### config.mk
export PLATFORM = sky130hd
export DESIGN_NAME = packet_commanded_pwm_motor_node_unit
export DESIGN_NICKNAME = d
export VERILOG_FILES = /design/src/design/pcpm_pkg.sv /design/src/design/packet_commanded_pwm_motor_node_unit.sv /design/src/design/pcpm_core.sv /design/src/design/pcpm_out_queue.sv
export SDC_FILE = /design/constraint.sdc
export NUM_CORES = 1
export LEC_CHECK = 0
export BUFFER_PORTS_ARGS = -buffer_cell sky130_fd_sc_hd__buf_2
export CAP_MARGIN = 0
export CORE_UTILIZATION = 60
export CTS_CLUSTER_SIZE = 28
export DETAILED_ROUTE_END_ITERATION = 8
export HOLD_SLACK_MARGIN = 0.03
export PLACE_DENSITY = 0.88
export SLEW_MARGIN = 15
export SYNTH_ARGS = -nofsm -noshare
export SYNTH_HDL_FRONTEND = slang
export SYNTH_SLANG_ARGS = --single-unit
### constraint.sdc
create_clock -name clk -period 7.05 [get_ports clk]
set_input_delay 1.41 -clock clk [delete_from_list [all_inputs] [get_ports clk]]
set_output_delay 1.41 -clock clk [all_outputs]
set_load 0.005 [all_outputs]
### src/design/pcpm_pkg.sv
`default_nettype none
// ----------------------------------------------------------------------------
// pcpm_pkg
// Shared types, codes and reset values of the packet-commanded PWM motor node.
// ----------------------------------------------------------------------------
package pcpm_pkg;

	// Event kinds carried in the input tuser field.
	typedef enum logic [1:0] {
		OP_TICK  = 2'd0,
		OP_BYTE  = 2'd1,
		OP_PULSE = 2'd2
	} op_t;

	// Packet command codes (low nibble of the header byte).
	localparam logic [3:0] CMD_LOAD_COUNT = 4'd1;
	localparam logic [3:0] CMD_MOTOR_DUTY = 4'd2;
	localparam logic [3:0] CMD_DIRECTION  = 4'd3;
	localparam logic [3:0] CMD_HEAT1_DUTY = 4'd4;
	localparam logic [3:0] CMD_HEAT2_DUTY = 4'd5;
	localparam logic [3:0] CMD_RUN        = 4'd6;

	// Command code placed in the report header.
	localparam logic [3:0] REPORT_CMD = 4'd1;

	// Configuration register indexes.
	localparam logic [1:0] CFG_NODE_ADDR   = 2'd0;
	localparam logic [1:0] CFG_REPORT_ADDR = 2'd1;
	localparam logic [1:0] CFG_PWM_PERIOD  = 2'd2;

	// Reset values.
	localparam logic [3:0] RST_NODE_ADDR   = 4'd11;
	localparam logic [3:0] RST_REPORT_ADDR = 4'd13;
	localparam logic [7:0] RST_PWM_PERIOD  = 8'd100;
	localparam logic [7:0] RST_MOTOR_DUTY  = 8'd50;

	// One result item.
	typedef struct packed {
		logic       heat1;
		logic       heat2;
		logic       motor_right;
		logic       motor_left;
		logic       run;
		logic       tx_valid;
		logic [7:0] tx_byte;
		logic       last;
	} res_t;

	// What the core hands to the output queue for one item.
	typedef struct packed {
		logic [1:0] count;
		res_t       first;
		res_t       second;
	} core_out_t;

	// Configuration write request.
	typedef struct packed {
		logic       we;
		logic [1:0] index;
		logic [7:0] data;
	} cfg_wr_t;

endpackage
`default_nettype wire

### src/design/packet_commanded_pwm_motor_node_unit.sv
`default_nettype none
// ----------------------------------------------------------------------------
// packet_commanded_pwm_motor_node_unit
// Packet-commanded PWM motor node: PWM pins, serial command packets and
// revolution count reports.
// ----------------------------------------------------------------------------
// Each input item is one event, selected by s_tuser: a PWM tick, a received
// serial byte in s_tdata, or a revolution pulse. A tick, a byte or an unused
// code yields one result item; a pulse yields two, the report header and then
// the remaining revolution count, both with tx_valid set in m_tuser and
// m_tlast on the second. Items enter an input register, are applied to the
// node state once the queue has room for all their results and land in a
// two-entry result queue. Ticks and bytes sustain one item per cycle while
// m_tready stays high; a pulse occupies two queue slots and the single queue
// read port drains one item per cycle, so a pulse waits until both slots are
// free. Configuration writes through cfg_we, cfg_index and cfg_wdata take
// effect at the next clock edge and are meant to happen only while the block
// is idle; an index beyond the register list is ignored.
// ----------------------------------------------------------------------------
module packet_commanded_pwm_motor_node_unit
	import pcpm_pkg::*;
(
	input  wire logic        clk,
	input  wire logic        arst_n,
	// Input items.
	input  wire logic        s_tvalid,
	output logic             s_tready,
	input  wire logic [7:0]  s_tdata,   // [7:0] rx_byte
	input  wire logic [1:0]  s_tuser,   // [1:0] operation
	// Result items.
	output logic             m_tvalid,
	input  wire logic        m_tready,
	output logic [15:0]      m_tdata,   // [0] heater_one_pwm, [1] heater_two_pwm,
	                                    // [2] motor_right_pwm, [3] motor_left_pwm,
	                                    // [4] run_enable, [12:5] tx_byte, [15:13] zero
	output logic [0:0]       m_tuser,   // [0] tx_valid
	output logic             m_tlast,
	// Configuration write port.
	input  wire logic        cfg_we,
	input  wire logic [1:0]  cfg_index,
	input  wire logic [7:0]  cfg_wdata
);

	// Input register stage.
	logic       in_valid_s1;
	logic [1:0] op_s1;
	logic [7:0] byte_s1;

	logic       accept, fire;
	logic [1:0] free;
	core_out_t  core_res;
	cfg_wr_t    cfg;
	res_t       out_res;

	assign cfg = '{we: cfg_we, index: cfg_index, data: cfg_wdata};

	// The held item is applied once the queue has room for all its results.
	assign fire     = in_valid_s1 && (core_res.count <= free);
	assign s_tready = !in_valid_s1 || fire;
	assign accept   = s_tvalid && s_tready;

	always_ff @(posedge clk or negedge arst_n) begin
		if (!arst_n) begin
			in_valid_s1 <= 1'b0;
		end else if (accept) begin
			in_valid_s1 <= 1'b1;
		end else if (fire) begin
			in_valid_s1 <= 1'b0;
		end
	end

	always_ff @(posedge clk) begin
		if (accept) begin
			op_s1   <= s_tuser;
			byte_s1 <= s_tdata;
		end
	end

	pcpm_core u_core (
		.clk     (clk),
		.arst_n  (arst_n),
		.cfg     (cfg),
		.fire    (fire),
		.op      (op_s1),
		.rx_byte (byte_s1),
		.result  (core_res)
	);

	pcpm_out_queue u_queue (
		.clk         (clk),
		.arst_n      (arst_n),
		.push_n      (fire ? core_res.count : 2'd0),
		.push_first  (core_res.first),
		.push_second (core_res.second),
		.free        (free),
		.out_valid   (m_tvalid),
		.out_ready   (m_tready),
		.out_data    (out_res)
	);

	assign m_tdata = {3'd0, out_res.tx_byte, out_res.run, out_res.motor_left,
		out_res.motor_right, out_res.heat2, out_res.heat1};
	assign m_tuser = out_res.tx_valid;
	assign m_tlast = out_res.last;

	a_hold_when_blocked: assert property (@(posedge clk) disable iff (!arst_n)
		(in_valid_s1 && !fire) |=> (in_valid_s1 && $stable(op_s1) && $stable(byte_s1)))
		else $error("held item lost while the result queue was full");

	a_fire_needs_item: assert property (@(posedge clk) disable iff (!arst_n)
		fire |-> in_valid_s1)
		else $error("core applied without a held item");

	a_pulse_needs_room: assert property (@(posedge clk) disable iff (!arst_n)
		(fire && op_s1 == OP_PULSE) |-> (free == 2'd2))
		else $error("pulse applied without room for both report items");

endmodule
`default_nettype wire

### src/design/pcpm_core.sv
`default_nettype none
// ----------------------------------------------------------------------------
// pcpm_core
// Node state, configuration registers and the per-item update logic.
// ----------------------------------------------------------------------------
module pcpm_core
	import pcpm_pkg::*;
(
	input  wire logic      clk,
	input  wire logic      arst_n,
	input  wire cfg_wr_t   cfg,
	input  wire logic      fire,
	input  wire logic [1:0] op,
	input  wire logic [7:0] rx_byte,
	output core_out_t      result
);

	logic [3:0] node_addr_q, rep_addr_q;
	logic [7:0] period_q;
	logic [7:0] pwm_count_q, heat1_duty_q, heat2_duty_q, motor_duty_q, rev_count_q;
	logic       dir_left_q, run_q, await_q;
	logic [3:0] pend_cmd_q, pins_q;

	logic [7:0] pwm_count_n, heat1_duty_n, heat2_duty_n, motor_duty_n, rev_count_n;
	logic       dir_left_n, run_n, await_n;
	logic [3:0] pend_cmd_n, pins_n;
	logic [7:0] tick_cnt;
	logic       motor_on;

	always_comb begin
		pwm_count_n  = pwm_count_q;
		heat1_duty_n = heat1_duty_q;
		heat2_duty_n = heat2_duty_q;
		motor_duty_n = motor_duty_q;
		rev_count_n  = rev_count_q;
		dir_left_n   = dir_left_q;
		run_n        = run_q;
		await_n      = await_q;
		pend_cmd_n   = pend_cmd_q;
		pins_n       = pins_q;
		tick_cnt     = pwm_count_q + 8'd1;
		if (tick_cnt >= period_q) begin
			tick_cnt = 8'd0;
		end
		motor_on = (tick_cnt < motor_duty_q);

		case (op_t'(op))
			OP_TICK: begin
				pwm_count_n = tick_cnt;
				pins_n = {motor_on & dir_left_q, motor_on & ~dir_left_q,
					tick_cnt < heat2_duty_q, tick_cnt < heat1_duty_q};
			end
			OP_BYTE: begin
				if (!await_q) begin
					if (rx_byte[7:4] == node_addr_q) begin
						pend_cmd_n = rx_byte[3:0];
						await_n    = 1'b1;
					end
				end else begin
					await_n = 1'b0;
					case (pend_cmd_q)
						CMD_LOAD_COUNT: rev_count_n  = rx_byte;
						CMD_MOTOR_DUTY: motor_duty_n = rx_byte;
						CMD_DIRECTION:  dir_left_n   = (rx_byte == 8'd1);
						CMD_HEAT1_DUTY: heat1_duty_n = rx_byte;
						CMD_HEAT2_DUTY: heat2_duty_n = rx_byte;
						CMD_RUN:        run_n        = 1'b1;
						default: ;
					endcase
				end
			end
			OP_PULSE: begin
				rev_count_n = rev_count_q - 8'd1;
				if (rev_count_n == 8'd0) begin
					run_n = 1'b0;
				end
			end
			default: ;
		endcase

		result.first.heat1       = pins_n[0];
		result.first.heat2       = pins_n[1];
		result.first.motor_right = pins_n[2];
		result.first.motor_left  = pins_n[3];
		result.first.run         = run_n;
		if (op == OP_PULSE) begin
			result.count          = 2'd2;
			result.first.tx_valid = 1'b1;
			result.first.tx_byte  = {rep_addr_q, REPORT_CMD};
			result.first.last     = 1'b0;
		end else begin
			result.count          = 2'd1;
			result.first.tx_valid = 1'b0;
			result.first.tx_byte  = 8'd0;
			result.first.last     = 1'b1;
		end
		// The second item of a pulse repeats the pins and carries the count.
		result.second = result.first;
		if (op == OP_PULSE) begin
			result.second.tx_byte = rev_count_n;
			result.second.last    = 1'b1;
		end
	end

	always_ff @(posedge clk or negedge arst_n) begin
		if (!arst_n) begin
			node_addr_q  <= RST_NODE_ADDR;
			rep_addr_q   <= RST_REPORT_ADDR;
			period_q     <= RST_PWM_PERIOD;
			pwm_count_q  <= 8'd0;
			heat1_duty_q <= 8'd0;
			heat2_duty_q <= 8'd0;
			motor_duty_q <= RST_MOTOR_DUTY;
			rev_count_q  <= 8'd0;
			dir_left_q   <= 1'b1;
			run_q        <= 1'b0;
			await_q      <= 1'b0;
			pend_cmd_q   <= 4'd0;
			pins_q       <= 4'd0;
		end else begin
			if (cfg.we) begin
				unique case (cfg.index)
					CFG_NODE_ADDR:   node_addr_q <= cfg.data[3:0];
					CFG_REPORT_ADDR: rep_addr_q  <= cfg.data[3:0];
					CFG_PWM_PERIOD:  period_q    <= cfg.data;
					default: ;
				endcase
			end
			if (fire) begin
				pwm_count_q  <= pwm_count_n;
				heat1_duty_q <= heat1_duty_n;
				heat2_duty_q <= heat2_duty_n;
				motor_duty_q <= motor_duty_n;
				rev_count_q  <= rev_count_n;
				dir_left_q   <= dir_left_n;
				run_q        <= run_n;
				await_q      <= await_n;
				pend_cmd_q   <= pend_cmd_n;
				pins_q       <= pins_n;
			end
		end
	end

endmodule
`default_nettype wire

### src/design/pcpm_out_queue.sv
`default_nettype none
// ----------------------------------------------------------------------------
// pcpm_out_queue
// Two-entry result queue that takes one or two items per cycle as room allows.
// ----------------------------------------------------------------------------
module pcpm_out_queue
	import pcpm_pkg::*;
(
	input  wire logic      clk,
	input  wire logic      arst_n,
	input  wire logic [1:0] push_n,
	input  wire res_t      push_first,
	input  wire res_t      push_second,
	output logic [1:0]     free,
	output logic           out_valid,
	input  wire logic      out_ready,
	output res_t           out_data
);

	res_t       mem_q [2];
	logic       wr_ptr_q, rd_ptr_q;
	logic [1:0] count_q;
	logic       pop;

	assign pop       = out_valid & out_ready;
	assign out_valid = (count_q != 2'd0);
	assign out_data  = mem_q[rd_ptr_q];
	// A slot emptied this cycle can be refilled in the same cycle.
	assign free      = 2'd2 - count_q + {1'b0, pop};

	always_ff @(posedge clk) begin
		if (push_n != 2'd0) begin
			mem_q[wr_ptr_q] <= push_first;
		end
		if (push_n == 2'd2) begin
			mem_q[~wr_ptr_q] <= push_second;
		end
	end

	always_ff @(posedge clk or negedge arst_n) begin
		if (!arst_n) begin
			wr_ptr_q <= 1'b0;
			rd_ptr_q <= 1'b0;
			count_q  <= 2'd0;
		end else begin
			wr_ptr_q <= wr_ptr_q ^ push_n[0];
			rd_ptr_q <= rd_ptr_q ^ pop;
			count_q  <= count_q + push_n - {1'b0, pop};
		end
	end

	a_count_bound: assert property (@(posedge clk) disable iff (!arst_n)
		count_q <= 2'd2)
		else $error("result queue count exceeds its depth");

	a_no_overflow: assert property (@(posedge clk) disable iff (!arst_n)
		push_n <= free)
		else $error("result queue pushed beyond its free space");

	a_pair_visible: assert property (@(posedge clk) disable iff (!arst_n)
		(push_n == 2'd2) |=> out_valid)
		else $error("result pair pushed but queue shows no item");

endmodule
`default_nettype wire

==> metrics <==
status=finished, final reports clean; Boundary Pins=between 40 and 50; H-Tree Depth=3; CP Class=reg2reg; DR iter-0 viols=217; arrival time at the worst endpoint=slightly below 5000 ps; first-pass GRT wire length=19510 µm; async set-reset flop share out of synthesis=64.29%; worst-case hold slack=510.8 ps; GRT Total Usage=24.69%; die extent in y=between 100 and 150 µm; CTS Buf Count=9; final wirelength=between 10000 and 15000 µm; clk slew on worst S/H paths=100 ps; PD cells=424.5 mW/mm²; Top FF cell, synth=dfrtp_1; Worst-Skew Late Latency=370 ps; layout cells sized above 1=27.40%; GP Congestion=0.9128; CP startpoint kind=flop; Initial Util=approximately 62%; Setup WS post-layout=roughly 2300 ps; Yosys reg bits=approximately 110; # hold bufs at CTS=0; worst r2r src=u_core.pwm_count_q[0]; row count=36; EDFF count, synth=40; n_diodes=0; worst-margin pin slew=914.1 ps; placed cell area=0.006385 mm²; max cap viols=0; post-synth cell types=68; DP Worst Slack=2446 ps; TNS Setup=0 ps; maximum root-to-sink buffer count=2; flop2flop setup slack=~2300 ps; initial antenna violation count=0; vias in the first global route=4094; Die X=102.9 µm; final instance area=0.006568 mm²; Critical Path RT=7150 ps; Leakage=about 2.9 nW; final setup fails=0; core area=between 0.009 and 0.01 mm²; routed vias/inst=5.948; fin crit period=approximately 4800 ps; commonest non-fill, non-tap cells in the layout=mux2_2, dfrtp_1, inv_1; clk root buf=clkbuf_8; Hold Crit Start=u_core.pins_q[0]; Max Clock Freq=~210 MHz; CTS resizes=0; Post-DRT Antenna Nets=0; Post-DP HPWL=roughly 9000 µm; sequential area share after synthesis=between 40 and 50%; Buffers on Ports=41; Synth Cell Area=0.006103 mm²; period utilization=67.42%; # nets final=630; Via Count=between 4000 and 5000; largest net degree at the start of global routing=73; Hold Fails Final Rpt=0; CTS tree=yes; Final Max Tran Viols=0; RSZ-0062 raised after global routing=false; hold crit path type=reg2reg; CTS Sinks=roughly 110; DRT Pass-1 Iters=5; syn avg cell area=11.45 µm²; Power, Total=approximately 2.8 mW; DRC Markers=0; Reg area=~0.003 mm²; Fillers=751; Area Growth Syn to Fin=7.606%; Fin Clk Skew=12.53 ps; full die area=about 0.011 mm²; Hold Path Depth=2; Crit. End Element=flop; R2R depth=13; crit-path max FO=8; Cells after Synth=533; total grt overflow=0; post-CTS setup buffer count=0; leading cell type in the layout, fill and taps excluded=mux2_2; maximum vdd ir drop=0.2702 mV; RR Endpoint=u_queue.mem_q[1][11]; multi-input logic area=0.002816 mm²; synth warn=0; Rel. slew slack=39.06%; post-detailed-route wirelength per cell=17.15 µm; hold endpoint=u_core.pins_q[0]
-- where the power goes --
part	switching (mW)	leakage (nW)	internal [mW]
clock	0.214	0.0956	0.142
sequential	0.169	1.30	0.956
combinational	0.775	1.48	0.533
-- logic make-up (layout without fill, tap and decap cells) --
logic type	after synthesis	in the layout	synth area share, %
XOR/XNOR	23	23	3.300
AND/OR/NAND/NOR	139	139	12.36
other	1	3	0.06144
flip-flops	112	112	49.47
AO/OA/AOI/OAI	89	89	10.33
adder cells (fa/ha/maj)	37	37	7.585
buffers and inverters	65	103	4.551
multiplexers	67	67	12.34
-- state kept, by name, summed over array words and instances, names as in the netlist, 2 cells and up --
signal / flops
u_queue.mem_q: 30
op_s1: 2
u_core.rev_count_q: 8
u_core.node_addr_q: 4
u_core.period_q: 8
u_core.heat1_duty_q: 8
byte_s1: 8
u_core.motor_duty_q: 8
u_core.pins_q: 4
u_core.pend_cmd_q: 4
u_core.rep_addr_q: 4
u_core.pwm_count_q: 8
u_core.heat2_duty_q: 8
u_queue.count_q: 2
-- final cells by class --
cell class / instances / share of cell area (%)
timing repair buffer: 43 / 3.353
clock buffer: 11 / 2.153
multi-input combinational: 358 / 42.88
inverter: 44 / 2.515
clock inverter: 5 / 0.5906
sequential: 112 / 45.97
tap: 133 / 2.534
-- stage by stage --
| step | std cells | util (%) |
|---|---|---|
| 6_report | 706 | 66.88 |
| 5_1_grt | 706 | 66.88 |
| 4_1_cts | 706 | 66.86 |
| 3_5_place_dp | 690 | 65.02 |
| 3_3_place_gp | 690 | 65.02 |
| 2_1_floorplan | 535 | - |
-- worst max path at each step --
stage / startpoint / to / slack, ps
detailed placement: u_core.pwm_count_q[0] / u_queue.mem_q[0][11] / 2450
finish: u_core.pwm_count_q[0] / u_queue.mem_q[1][11] / 2300
floorplan: m_tready / u_queue.mem_q[0][0] / 3010
CTS: u_core.pwm_count_q[0] / u_queue.mem_q[1][11] / 2400
global placement: m_tready / u_queue.mem_q[1][6] / 2590
global route: u_core.pwm_count_q[0] / u_queue.mem_q[1][12] / 2000
-- metal layers --
metal / up-vias / global-route usage, % / share of wire, %
li1: 1973 / - / -
met1: 2049 / 33.44 / 44
met2: 149 / 39.74 / 47
met3: 28 / 4.203 / 6.2
met4: 0 / 10.29 / 2.6
met5: - / 0 / 0
-- worst max-delay path: stages (launching register included) --
cell and delay, ps:
dfrtp_1 470, ha_1 260, nand3_1 140, nor2_1 180, xor2_1 110, ha_1 330, nand4_1 240, o31ai_1 830
nor2b_1 240, ha_1 370, and4_1 250, nand2_1 90, o311ai_0 770, o32ai_1 190
-- synthesized netlist by cell type, types with 3 or more instances --
master | n | area (µm²)
a22o_1 | 3 | 26.28
edfxtp_1 | 40 | 1201
buf_4 | 3 | 22.52
nand2b_1 | 3 | 18.77
nand2_1 | 41 | 153.9
o32ai_1 | 3 | 26.28
o21ai_1 | 6 | 30.03
a21o_1 | 4 | 30.03
a22oi_1 | 4 | 30.03
clkbuf_1 | 10 | 37.54
buf_2 | 3 | 15.01
a211oi_1 | 3 | 22.52
a21oi_1 | 16 | 80.08
dfrtp_1 | 59 | 1476
ha_1 | 37 | 462.9
nor4_1 | 3 | 18.77
xor2_1 | 7 | 61.31
o311ai_0 | 3 | 26.28
xnor2_1 | 16 | 140.1
inv_1 | 44 | 165.2
nor2_1 | 26 | 97.59
or3_1 | 3 | 18.77
and3_1 | 5 | 31.28
and2_1 | 7 | 43.79
nor2b_1 | 12 | 75.07
dfstp_2 | 13 | 341.6
o21ai_0 | 25 | 125.1
nand3_1 | 15 | 75.07
mux2_2 | 66 | 743.2
Note: power is estimated with default switching activity, not from simulation.
